**src/hdl/erq_pkg.sv**
```systemverilog
// Shared types and constants for the event interest and ready queue.
`timescale 1ns / 1ps
package erq_pkg;

   // Field widths of the request and response items
   localparam int OP_W     = 3;
   localparam int FD_W     = 8;
   localparam int EV_W     = 8;
   localparam int MAXEV_W  = 5;
   localparam int CNT_W    = 5;
   localparam int LIMIT_W  = 5;

   // Sizing defaults and fixed limits
   localparam int INTEREST_DEPTH_DEF = 16;
   localparam int READY_DEPTH_DEF    = 16;
   localparam int MAX_ITEMS          = 16;
   localparam logic [LIMIT_W-1:0] LIMIT_RESET = 5'd16;

   // Operation codes
   typedef enum logic [OP_W-1:0] {
      OP_ADD      = 3'd0,
      OP_MODIFY   = 3'd1,
      OP_DELETE   = 3'd2,
      OP_ACTIVATE = 3'd3,
      OP_WAIT     = 3'd4
   } op_type;

   // Controller states
   typedef enum logic [2:0] {
      ST_IDLE,
      ST_FIND,
      ST_EXEC,
      ST_RDWAIT,
      ST_EMIT
   } state_type;

   // Controller to datapath
   typedef struct packed {
      logic capture;      // latch the accepted request
      logic lookup;       // search the interest table
      logic exec_single;  // apply the operation, load its single response
      logic wait_start;   // begin draining the ready list
      logic emit_entry;   // load one ready entry into the response register
   } cmd_type;

   // Datapath to controller
   typedef struct packed {
      logic out_free;     // response register can take a new item
      logic op_wait;      // latched request is a wait
      logic wait_drain;   // wait has entries to return
      logic last_entry;   // current drain entry is the final one
   } stat_type;

endpackage

```
**src/hdl/erq_ram.sv**
```systemverilog
// Generic single-write, single-read RAM with registered read data.
`timescale 1ns / 1ps
module erq_ram #(
   parameter int WIDTH  = 8,
   parameter int DEPTH  = 16,
   parameter int ADDR_W = (DEPTH > 1) ? $clog2(DEPTH) : 1
) (
   input  logic              clock,
   input  logic              wr_en,
   input  logic [ADDR_W-1:0] wr_addr,
   input  logic [WIDTH-1:0]  wr_data,
   input  logic [ADDR_W-1:0] rd_addr,
   output logic [WIDTH-1:0]  rd_data
);

   logic [WIDTH-1:0] mem_ff [DEPTH];
   logic [WIDTH-1:0] rd_data_ff;

   // Write port
   always_ff @(posedge clock) begin
      if (wr_en) begin
         mem_ff[wr_addr] <= wr_data;
      end
   end

   // Registered read port
   always_ff @(posedge clock) begin
      rd_data_ff <= mem_ff[rd_addr];
   end

   assign rd_data = rd_data_ff;

endmodule

```
**src/hdl/erq_ctrl.sv**
```systemverilog
// Sequencing state machine for the event interest and ready queue.
`timescale 1ns / 1ps
module erq_ctrl (
   input  logic               clock,
   input  logic               reset,
   input  logic               req_fire,
   output logic               req_ready,
   input  erq_pkg::stat_type  stat,
   output erq_pkg::cmd_type   cmd
);

   erq_pkg::state_type state_ff, state_in;

   // State register
   always_ff @(posedge clock) begin
      if (reset) begin
         state_ff <= erq_pkg::ST_IDLE;
      end else begin
         state_ff <= state_in;
      end
   end

   // Next state and commands
   always_comb begin
      state_in  = state_ff;
      cmd       = '0;
      req_ready = 1'b0;
      case (state_ff)
         erq_pkg::ST_IDLE: begin
            req_ready = 1'b1;
            if (req_fire) begin
               cmd.capture = 1'b1;
               state_in    = erq_pkg::ST_FIND;
            end
         end
         erq_pkg::ST_FIND: begin
            cmd.lookup = 1'b1;
            state_in   = erq_pkg::ST_EXEC;
         end
         erq_pkg::ST_EXEC: begin
            if (stat.op_wait && stat.wait_drain) begin
               cmd.wait_start = 1'b1;
               state_in       = erq_pkg::ST_RDWAIT;
            end else if (stat.out_free) begin
               cmd.exec_single = 1'b1;
               state_in        = erq_pkg::ST_IDLE;
            end
         end
         erq_pkg::ST_RDWAIT: begin
            // ready list read in flight
            state_in = erq_pkg::ST_EMIT;
         end
         erq_pkg::ST_EMIT: begin
            if (stat.out_free) begin
               cmd.emit_entry = 1'b1;
               state_in       = stat.last_entry ? erq_pkg::ST_IDLE : erq_pkg::ST_RDWAIT;
            end
         end
         default: begin
            state_in = erq_pkg::ST_IDLE;
         end
      endcase
   end

endmodule

```
**src/hdl/erq_dp.sv**
```systemverilog
// Datapath: interest table, ready list, counters and response register.
`timescale 1ns / 1ps
module erq_dp #(
   parameter int INTEREST_DEPTH = erq_pkg::INTEREST_DEPTH_DEF,
   parameter int READY_DEPTH    = erq_pkg::READY_DEPTH_DEF
) (
   input  logic                          clock,
   input  logic                          reset,
   input  erq_pkg::cmd_type              cmd,
   output erq_pkg::stat_type             stat,
   input  logic [erq_pkg::OP_W-1:0]      req_op,
   input  logic [erq_pkg::FD_W-1:0]      req_fd,
   input  logic [erq_pkg::EV_W-1:0]      req_mask,
   input  logic [erq_pkg::MAXEV_W-1:0]   req_maxev,
   input  logic                          csr_we,
   input  logic [erq_pkg::LIMIT_W-1:0]   csr_data,
   input  logic                          rsp_ready,
   output logic                          rsp_valid,
   output logic                          rsp_status,
   output logic                          rsp_entry_valid,
   output logic [erq_pkg::FD_W-1:0]      rsp_fd,
   output logic [erq_pkg::EV_W-1:0]      rsp_events,
   output logic [erq_pkg::CNT_W-1:0]     rsp_count,
   output logic                          rsp_last
);

   localparam int IA_W   = (INTEREST_DEPTH > 1) ? $clog2(INTEREST_DEPTH) : 1;
   localparam int RA_W   = (READY_DEPTH > 1) ? $clog2(READY_DEPTH) : 1;
   localparam int FILL_W = $clog2(READY_DEPTH + 1);
   localparam int NW     = (FILL_W > erq_pkg::CNT_W) ? FILL_W : erq_pkg::CNT_W;
   localparam int RD_W   = erq_pkg::FD_W + erq_pkg::EV_W;

   // Latched request
   logic [erq_pkg::OP_W-1:0]    op_ff;
   logic [erq_pkg::FD_W-1:0]    fd_ff;
   logic [erq_pkg::EV_W-1:0]    evm_ff;
   logic [erq_pkg::MAXEV_W-1:0] maxev_ff;

   // Interest table tags and lookup results
   logic [INTEREST_DEPTH-1:0]   ivalid_ff, ivalid_in;
   logic [erq_pkg::FD_W-1:0]    ifd_ff [INTEREST_DEPTH];
   logic [IA_W-1:0]             slot_ff, free_ff;
   logic                        hit_ff, any_free_ff;
   logic [INTEREST_DEPTH-1:0]   match_vec, free_vec;
   logic [IA_W-1:0]             enc_match, enc_free;

   // Ready list bookkeeping
   logic [erq_pkg::LIMIT_W-1:0] limit_ff;
   logic [FILL_W-1:0]           fill_ff, fill_in;
   logic [RA_W-1:0]             rd_idx_ff, rd_idx_in;
   logic [erq_pkg::CNT_W-1:0]   n_ff;
   logic [erq_pkg::CNT_W-1:0]   n_calc;
   logic                        act_ok;

   // Memory ports
   logic [erq_pkg::EV_W-1:0]    mask_q;
   logic                        mask_we;
   logic [IA_W-1:0]             mask_waddr, mask_raddr;
   logic                        rdy_we;
   logic [RD_W-1:0]             rdy_q;

   // Decoded operation
   logic is_add, is_mod, is_del, is_act, is_wait;

   // Response register
   logic                        out_valid_ff, out_valid_in;
   logic                        out_status_ff, out_status_in;
   logic                        out_ev_valid_ff, out_ev_valid_in;
   logic [erq_pkg::FD_W-1:0]    out_fd_ff, out_fd_in;
   logic [erq_pkg::EV_W-1:0]    out_ev_ff, out_ev_in;
   logic [erq_pkg::CNT_W-1:0]   out_cnt_ff, out_cnt_in;
   logic                        out_last_ff, out_last_in;
   logic                        out_free;
   logic                        load_out;

   assign is_add  = (op_ff == erq_pkg::OP_ADD);
   assign is_mod  = (op_ff == erq_pkg::OP_MODIFY);
   assign is_del  = (op_ff == erq_pkg::OP_DELETE);
   assign is_act  = (op_ff == erq_pkg::OP_ACTIVATE);
   assign is_wait = (op_ff == erq_pkg::OP_WAIT);

   // Request capture
   always_ff @(posedge clock) begin
      if (cmd.capture) begin
         op_ff    <= req_op;
         fd_ff    <= req_fd;
         evm_ff   <= req_mask;
         maxev_ff <= req_maxev;
      end
   end

   // Parallel tag compare and lowest-index encode
   always_comb begin
      enc_match = '0;
      enc_free  = '0;
      for (int i = 0; i < INTEREST_DEPTH; i++) begin
         match_vec[i] = ivalid_ff[i] && (ifd_ff[i] == fd_ff);
         free_vec[i]  = !ivalid_ff[i];
      end
      for (int i = INTEREST_DEPTH - 1; i >= 0; i--) begin
         if (match_vec[i]) begin
            enc_match = IA_W'(i);
         end
         if (free_vec[i]) begin
            enc_free = IA_W'(i);
         end
      end
   end

   // Lookup results
   always_ff @(posedge clock) begin
      if (cmd.lookup) begin
         slot_ff     <= enc_match;
         free_ff     <= enc_free;
         hit_ff      <= |match_vec;
         any_free_ff <= |free_vec;
      end
   end

   // Mask store: read at the encoded slot during lookup, held after
   assign mask_raddr = cmd.lookup ? enc_match : slot_ff;
   assign mask_we    = cmd.exec_single && ((is_add && !hit_ff && any_free_ff) ||
                                           (is_mod && hit_ff));
   assign mask_waddr = is_add ? free_ff : slot_ff;

   erq_ram #(
      .WIDTH (erq_pkg::EV_W),
      .DEPTH (INTEREST_DEPTH)
   ) u_mask_ram (
      .clock   (clock),
      .wr_en   (mask_we),
      .wr_addr (mask_waddr),
      .wr_data (evm_ff),
      .rd_addr (mask_raddr),
      .rd_data (mask_q)
   );

   // Activation admission and wait length
   always_comb begin
      logic [NW-1:0] fill_x;
      logic [NW-1:0] max_x;
      logic [NW-1:0] lim_x;
      logic [NW-1:0] nm;
      fill_x = NW'(fill_ff);
      max_x  = NW'(maxev_ff);
      lim_x  = NW'(limit_ff);
      act_ok = hit_ff && ((mask_q & evm_ff) != '0) && (fill_x < lim_x) &&
               (fill_ff < FILL_W'(READY_DEPTH));
      nm     = (fill_x < max_x) ? fill_x : max_x;
      nm     = (nm < NW'(erq_pkg::MAX_ITEMS)) ? nm : NW'(erq_pkg::MAX_ITEMS);
      n_calc = nm[erq_pkg::CNT_W-1:0];
   end

   // Ready list store: entry is {events, fd}
   assign rdy_we = cmd.exec_single && is_act && act_ok;

   erq_ram #(
      .WIDTH (RD_W),
      .DEPTH (READY_DEPTH)
   ) u_ready_ram (
      .clock   (clock),
      .wr_en   (rdy_we),
      .wr_addr (fill_ff[RA_W-1:0]),
      .wr_data ({evm_ff, fd_ff}),
      .rd_addr (rd_idx_ff),
      .rd_data (rdy_q)
   );

   // Table, fill and drain index updates
   always_comb begin
      ivalid_in = ivalid_ff;
      fill_in   = fill_ff;
      rd_idx_in = rd_idx_ff;
      if (cmd.exec_single) begin
         if (is_add && !hit_ff && any_free_ff) begin
            ivalid_in[free_ff] = 1'b1;
         end
         if (is_del && hit_ff) begin
            ivalid_in[slot_ff] = 1'b0;
         end
         if (rdy_we) begin
            fill_in = fill_ff + 1'b1;
         end
         // a valid wait with nothing to return still empties the list
         if (is_wait && (maxev_ff != '0)) begin
            fill_in = '0;
         end
      end
      if (cmd.wait_start) begin
         fill_in   = '0;
         rd_idx_in = '0;
      end
      if (cmd.emit_entry) begin
         rd_idx_in = rd_idx_ff + 1'b1;
      end
   end

   always_ff @(posedge clock) begin
      if (reset) begin
         ivalid_ff <= '0;
         fill_ff   <= '0;
         limit_ff  <= erq_pkg::LIMIT_RESET;
      end else begin
         ivalid_ff <= ivalid_in;
         fill_ff   <= fill_in;
         if (csr_we) begin
            limit_ff <= csr_data;
         end
      end
   end

   // Descriptor tags of the table
   always_ff @(posedge clock) begin
      if (cmd.exec_single && is_add && !hit_ff && any_free_ff) begin
         ifd_ff[free_ff] <= fd_ff;
      end
   end

   // Drain index and wait length
   always_ff @(posedge clock) begin
      rd_idx_ff <= rd_idx_in;
      if (cmd.wait_start) begin
         n_ff <= n_calc;
      end
   end

   // Response register next value
   assign out_free = !out_valid_ff || rsp_ready;
   assign load_out = cmd.exec_single || cmd.emit_entry;

   always_comb begin
      out_valid_in    = out_valid_ff && !rsp_ready;
      out_status_in   = out_status_ff;
      out_ev_valid_in = out_ev_valid_ff;
      out_fd_in       = out_fd_ff;
      out_ev_in       = out_ev_ff;
      out_cnt_in      = out_cnt_ff;
      out_last_in     = out_last_ff;
      if (load_out) begin
         out_valid_in    = 1'b1;
         out_status_in   = 1'b0;
         out_ev_valid_in = 1'b0;
         out_fd_in       = '0;
         out_ev_in       = '0;
         out_cnt_in      = '0;
         out_last_in     = 1'b1;
         if (cmd.emit_entry) begin
            out_ev_valid_in = 1'b1;
            out_fd_in       = rdy_q[erq_pkg::FD_W-1:0];
            out_ev_in       = rdy_q[RD_W-1:erq_pkg::FD_W];
            out_cnt_in      = n_ff;
            out_last_in     = stat.last_entry;
         end else begin
            case (op_ff)
               erq_pkg::OP_ADD: begin
                  out_status_in = hit_ff || !any_free_ff;
               end
               erq_pkg::OP_MODIFY, erq_pkg::OP_DELETE: begin
                  out_status_in = !hit_ff;
               end
               erq_pkg::OP_ACTIVATE: begin
                  if (act_ok) begin
                     out_ev_valid_in = 1'b1;
                     out_fd_in       = fd_ff;
                     out_ev_in       = evm_ff;
                  end
               end
               erq_pkg::OP_WAIT: begin
                  out_status_in = (maxev_ff == '0);
               end
               default: begin
                  out_status_in = 1'b1;
               end
            endcase
         end
      end
   end

   always_ff @(posedge clock) begin
      if (reset) begin
         out_valid_ff <= 1'b0;
      end else begin
         out_valid_ff <= out_valid_in;
      end
   end

   always_ff @(posedge clock) begin
      out_status_ff   <= out_status_in;
      out_ev_valid_ff <= out_ev_valid_in;
      out_fd_ff       <= out_fd_in;
      out_ev_ff       <= out_ev_in;
      out_cnt_ff      <= out_cnt_in;
      out_last_ff     <= out_last_in;
   end

   // Status to the controller
   always_comb begin
      stat.out_free   = out_free;
      stat.op_wait    = is_wait;
      stat.wait_drain = (maxev_ff != '0) && (n_calc != '0);
      stat.last_entry = ((NW'(rd_idx_ff) + NW'(1)) == NW'(n_ff));
   end

   assign rsp_valid       = out_valid_ff;
   assign rsp_status      = out_status_ff;
   assign rsp_entry_valid = out_ev_valid_ff;
   assign rsp_fd          = out_fd_ff;
   assign rsp_events      = out_ev_ff;
   assign rsp_count       = out_cnt_ff;
   assign rsp_last        = out_last_ff;

endmodule

```
**src/hdl/event_interest_ready_queue.sv**
```systemverilog
// Top level of the event interest table and ready queue.
//
//   channel  direction  handshake              contents
//   req      in         req_tvalid/req_tready  tuser: operation; tdata: fd, mask, max
//   rsp      out        rsp_tvalid/rsp_tready  tuser: status, entry_valid; tdata; tlast
//   csr      in         csr_valid/csr_ready    ready_limit
//
// Add, modify, delete and activate pass through capture on accept, tag
// compare with mask read, then execute, which loads the response register.
// A wait that returns entries passes the same steps, then alternates a
// ready list read with the emit of each entry, paced by the single read
// port of the ready list. Synchronous active-high reset empties the interest
// table and ready list and sets the limit to 16. A stalled response holds the
// controller in its execute or emit state; a new request is taken once the
// last response of the previous one is in the output register.
`timescale 1ns / 1ps
module event_interest_ready_queue #(
   parameter int INTEREST_DEPTH = erq_pkg::INTEREST_DEPTH_DEF,
   parameter int READY_DEPTH    = erq_pkg::READY_DEPTH_DEF
) (
   input  logic        clock,
   input  logic        reset,
   // request
   input  logic        req_tvalid,
   output logic        req_tready,
   input  logic [23:0] req_tdata,   // [7:0] fd_in, [15:8] event_mask, [20:16] max_events
   input  logic [2:0]  req_tuser,   // [2:0] operation
   // response
   output logic        rsp_tvalid,
   input  logic        rsp_tready,
   output logic [23:0] rsp_tdata,   // [7:0] fd_out, [15:8] events_out, [20:16] count
   output logic [1:0]  rsp_tuser,   // [0] status, [1] entry_valid
   output logic        rsp_tlast,
   // configuration
   input  logic        csr_valid,
   output logic        csr_ready,
   input  logic [4:0]  csr_wdata    // ready_limit
);

   erq_pkg::cmd_type  cmd;
   erq_pkg::stat_type stat;

   logic                          req_fire;
   logic                          rsp_status;
   logic                          rsp_entry_valid;
   logic [erq_pkg::FD_W-1:0]      rsp_fd;
   logic [erq_pkg::EV_W-1:0]      rsp_events;
   logic [erq_pkg::CNT_W-1:0]     rsp_count;

   assign req_fire  = req_tvalid && req_tready;
   assign csr_ready = 1'b1;

   erq_ctrl u_ctrl (
      .clock     (clock),
      .reset     (reset),
      .req_fire  (req_fire),
      .req_ready (req_tready),
      .stat      (stat),
      .cmd       (cmd)
   );

   erq_dp #(
      .INTEREST_DEPTH (INTEREST_DEPTH),
      .READY_DEPTH    (READY_DEPTH)
   ) u_dp (
      .clock           (clock),
      .reset           (reset),
      .cmd             (cmd),
      .stat            (stat),
      .req_op          (req_tuser),
      .req_fd          (req_tdata[7:0]),
      .req_mask        (req_tdata[15:8]),
      .req_maxev       (req_tdata[20:16]),
      .csr_we          (csr_valid && csr_ready),
      .csr_data        (csr_wdata),
      .rsp_ready       (rsp_tready),
      .rsp_valid       (rsp_tvalid),
      .rsp_status      (rsp_status),
      .rsp_entry_valid (rsp_entry_valid),
      .rsp_fd          (rsp_fd),
      .rsp_events      (rsp_events),
      .rsp_count       (rsp_count),
      .rsp_last        (rsp_tlast)
   );

   assign rsp_tdata = {3'b000, rsp_count, rsp_events, rsp_fd};
   assign rsp_tuser = {rsp_entry_valid, rsp_status};

   // one request at a time: busy right after an accept
   a_busy_after_accept: assert property (@(posedge clock) disable iff (reset)
      req_fire |=> !req_tready)
      else $error("request accepted while previous one in progress");

   // an error response never carries a ready entry or a count
   a_error_clean: assert property (@(posedge clock) disable iff (reset)
      rsp_tvalid && rsp_tuser[0] |-> !rsp_tuser[1] && (rsp_tdata[20:16] == 5'd0))
      else $error("error response carries entry data");

   // a nonzero count only comes with a drained ready entry
   a_count_entry: assert property (@(posedge clock) disable iff (reset)
      rsp_tvalid && (rsp_tdata[20:16] != 5'd0) |-> rsp_tuser[1])
      else $error("count set on a response without an entry");

   // responses without an entry are always single, final items
   a_single_last: assert property (@(posedge clock) disable iff (reset)
      rsp_tvalid && !rsp_tuser[1] |-> rsp_tlast)
      else $error("non-entry response not marked last");

endmodule
```
**config.mk**
```make
export PLATFORM = sky130hd
export DESIGN_NAME = event_interest_ready_queue
export DESIGN_NICKNAME = d
export VERILOG_FILES = /design/src/hdl/erq_pkg.sv /design/src/hdl/erq_ram.sv /design/src/hdl/erq_ctrl.sv /design/src/hdl/erq_dp.sv /design/src/hdl/event_interest_ready_queue.sv
export SDC_FILE = /design/constraint.sdc
export NUM_CORES = 1
export LEC_CHECK = 0
export BUFFER_PORTS_ARGS = -buffer_cell sky130_fd_sc_hd__buf_2
export CORE_MARGIN = 8
export CORE_UTILIZATION = 49
export CTS_BUF_LIST = sky130_fd_sc_hd__clkbuf_8
export DETAILED_ROUTE_END_ITERATION = 12
export HOLD_SLACK_MARGIN = 0.15
export PLACE_DENSITY = 0.65
export SLEW_MARGIN = 0
export SYNTH_ARGS = -nofsm -noshare
export SYNTH_HDL_FRONTEND = slang
export SYNTH_SLANG_ARGS = --single-unit
```
**constraint.sdc**
```tcl
create_clock -name clock -period 10.87 [get_ports clock]
set_clock_uncertainty 0.2 [all_clocks]
set_input_delay 0.5435 -clock clock [delete_from_list [all_inputs] [get_ports clock]]
set_output_delay 0.5435 -clock clock [all_outputs]
set_load 0.02 [all_outputs]
```
==> flow_summary.json <==
{
  "crit_end": "u_dp.u_mask_ram.rd_data[4]",
  "coreArea_um2": 52200,
  "num_io_pins": 67,
  "hpwl_mm": 35.1,
  "critPathKind": "flip-flop to flip-flop",
  "r2r-end": "u_dp.u_mask_ram.rd_data[4]",
  "cpMostUsedCell": "buf_4",
  "p_int_mw": 3.78,
  "port_buffers": 59,
  "cts.path.max_buffers": 3,
  "initial_core_util_pct": 49.3,
  "fmax_ghz": 0.218,
  "avgRoutedWirePerCell_um": 22.1,
  "cts-hold-fix-buffers": 41,
  "clkLatencyLatePin_ns": 0.69,
  "critical_path.startpoint": "u_dp.fd_ff[4]",
  "drc": 0,
  "comb_power_share_pct": 7.0,
  "reg2reg_from": "u_dp.fd_ff[4]",
  "ctsRootBufferMaster": "clkbuf_8",
  "postCtsSetupBuffers": 0,
  "p_per_area_nw_per_um2": 170,
  "wirelength_mm": 57.7,
  "reg2reg_depth": 12,
  "synth.avg_cell_area_um2": 15.5,
  "dr.pass1.iters": 5,
  "hp-class": "input pin to flip-flop",
  "cpPeakStageDelay_ns": 0.69,
  "stdcell_count": 2608,
  "rows": 84,
  "final_core_util_pct": 55.7,
  "grt_remaining_overflow": 0,
  "cts_tree": "yes",
  "switching_share_pct": 23.5,
  "syn_area_um2": 25800,
  "fin_area_um2": 29100,
  "via_per_inst": 5.59,
  "final_nets": 1882,
  "whs_ns": 0.240,
  "setup.worst_path.end_class": "flip-flop",
  "p_switching_mw": 1.16,
  "finalCriticalPeriod_ns": 4.59,
  "async_reset_ff_share_pct": 0,
  "cts_sinks": 633,
  "die_w_um": 245,
  "path_max_fanout": 51,
  "placed_area_um2": 26800,
  "synth_edf_count": 575,
  "dieArea_um2": 60200,
  "clk_pin_slew_ns": 0.06,
  "n_fill_cell": 4065,
  "finalCritPeriodShare_pct": 42.2,
  "grt_max_degree": 101,
  "p_clk_share_pct": 37.6,
  "finalSetupTns_ns": 0,
  "slew_headroom_pct": 26.0,
  "min-delay-start": "req_tvalid",
  "maxSlewViolCount": 0,
  "drtIter0Drc": 1072,
  "ant_nets": 0,
  "grt_pass1_vias": 14980,
  "hold_viol": 0,
  "cp_data_arrival_time_ns": 5.01,
  "start_kind": "flip-flop",
  "htree_levels": 3,
  "cts_buffers": 100,
  "cp.required_ns": 11.29,
  "grt_use_total_pct": 19.0,
  "max-vdd-ir-drop_mv": 0.124,
  "worst_slew_pin_slew_ns": 1.10,
  "ys_ff_latch": 633,
  "drv_cap": 0,
  "crit_chain": "buf_4 > xnor2_1 > nand4_1 > or3_1 > a31oi_1 > nand2_1 > o2bb2ai_4 > buf_4 > and2_1 > a22oi_1 > o211ai_1 > and3_1",
  "antenna_found_initial": 2,
  "r2r_setup_slack_ns": 6.28,
  "area_growth_pct": 13.0,
  "rsz0062_at_grt": "no",
  "power_frac_seq_pct": 55.4,
  "status": "completed",
  "grt_pass1_wl_mm": 87.5,
  "yosys_warnings": 0,
  "vias": 14568,
  "setup_viol": 0,
  "die_y_um": 245,
  "ys_seq_area_share_pct": 71.5,
  "ys_types": 68,
  "cts_resized": 0,
  "synthCells": 1664,
  "cp_slowest_cell": "and2_1",
  "p_leak_nw": 10.0,
  "drive_gt1_share_pct": 15.5,
  "gp_congestion": 0.879,
  "synth_top_flop_cell": "edfxtp_1",
  "dpl.cell_count": 2377
}
## worst min path at each step
stage	endpoint	slack, ns	depth (start not counted)
after floorplan	u_dp.limit_ff[0]	0.25	2
after global placement	u_dp.limit_ff[3]	0.28	2
after detailed placement	u_dp.rsp_events[0]	0.30	2
after CTS	u_ctrl.state_ff[0]	0.16	4
after global routing	u_ctrl.state_ff[0]	0.24	4
final	u_ctrl.state_ff[0]	0.24	4
## synth_stat cells, drive strengths merged (2+ instances only)
cell | count | share of area (%)
o31ai | 4 | 0.17
nor2b | 6 | 0.15
a221oi | 16 | 0.54
inv | 25 | 0.37
or3 | 5 | 0.12
o21ai | 62 | 1.2
o41ai | 2 | 0.14
nand2 | 104 | 1.5
or2 | 3 | 0.073
a21o | 3 | 0.087
a21oi | 35 | 0.68
conb | 2 | 0.029
and3 | 11 | 0.27
nor2 | 95 | 1.4
a21boi | 6 | 0.17
nor3 | 37 | 0.72
nand3 | 57 | 1.1
buf | 44 | 1.4
or4 | 2 | 0.058
a22oi | 36 | 1.0
edfxtp | 575 | 67
mux2 | 18 | 0.79
nor4 | 7 | 0.19
o21bai | 2 | 0.058
clkbuf | 38 | 0.57
and2 | 12 | 0.30
xnor2 | 96 | 3.3
mux4 | 32 | 2.8
a311oi | 2 | 0.068
ha | 13 | 0.63
nand2b | 15 | 0.36
dfxtp | 58 | 4.5
xor2 | 38 | 1.3
o211ai | 22 | 0.64
and4 | 8 | 0.27
mux2i | 105 | 4.1
a211oi | 6 | 0.17
o21a | 10 | 0.29
a31oi | 11 | 0.27
nand4 | 26 | 0.63
nand4b | 3 | 0.10
## per-stage QoR
| stage | worst slack, ns | total power, mW |
|---|---|---|
| after global placement | 6.42 | 3.11 |
| after CTS | 6.31 | 4.99 |
| after detailed placement | 6.35 | 3.12 |
| after global routing | 5.99 | 5.13 |
| final | 6.28 | 4.94 |
| after floorplan | 7.35 | 3.01 |
## state kept, by name (all words and copies together), names as in the netlist, 5 cells and up
| register | cells |
|---|---|
| u_dp.fill_ff | 5 |
| u_dp.rsp_events | 8 |
| u_dp.evm_ff | 8 |
| u_dp.rsp_fd | 8 |
| u_dp.ivalid_ff | 16 |
| u_dp.maxev_ff | 5 |
| u_dp.u_ready_ram.mem_ff | 256 |
| u_dp.u_mask_ram.mem_ff | 128 |
| u_dp.limit_ff | 5 |
| u_dp.ifd_ff | 128 |
| u_dp.u_mask_ram.rd_data | 8 |
| u_dp.u_ready_ram.rd_data | 16 |
| u_dp.rsp_count | 5 |
| u_dp.n_ff | 5 |
| u_dp.fd_ff | 8 |
## cells in the final DEF, fill, tap and decap left out, types with 38 or more instances in the layout
cell,n
xor2_1,38
clkbuf_8,115
inv_1,71
xnor2_1,96
nand3_1,56
nand2_1,104
buf_4,45
o21ai_0,61
mux2i_1,105
dfxtp_1,58
dlygate4sd3_1,41
buf_2,59
nor2_1,92
edfxtp_1,575
## layer usage
| metal | global-route usage, % | wire (um) | vias up |
|---|---|---|---|
| met1 | 25.2 | 24800 | 7285 |
| met2 | 30.7 | 27200 | 457 |
| met3 | 4.37 | 3970 | 106 |
| met4 | 6.88 | 1710 | 0 |
| li1 | - | - | 6720 |
| met5 | 0 | 0 | - |
## power groups by stage
stage | Sequential [mW] | Clock (mW) | Combinational (mW)
floorplan | 2.81 | 0 | 0.206
global placement | 2.79 | 0 | 0.326
detailed placement | 2.79 | 0 | 0.335
CTS | 2.74 | 1.90 | 0.348
global route | 2.74 | 2.01 | 0.375
finish | 2.74 | 1.86 | 0.347
## cells by family after synthesis
logic type | Yosys count | synth area share (%)
buffers and inverters | 107 | 2.32
DFF | 633 | 71.5
xor gates and xnor gates | 134 | 4.55
and+or+nand+nor | 392 | 7.35
muxes | 155 | 7.66
other | 2 | 0.0291
AOI/OAI and AO/OA | 228 | 5.97
adders and majority gates | 13 | 0.631
## critical path, delay by kind of cell, from the launching register on
kind / cells / cell delay [ns]
compound gates: 4 / 0.82
buf+inv: 2 / 1.22
xor+xnor: 1 / 0.21
flops: 1 / 0.34
simple gates: 5 / 1.57
## layout make-up
class,instances,area (um2),share of cell area [%]
antenna,2,5.00,0.0172
clock buffer,115,1580,5.44
clock inverter,73,299,1.03
inverter,25,96.3,0.331
multi-input combinational,926,6780,23.3
sequential,633,18400,63.3
tap,688,861,2.96
timing repair buffer,146,1060,3.65
No activity file was read; power rests on OpenSTA's default activity.
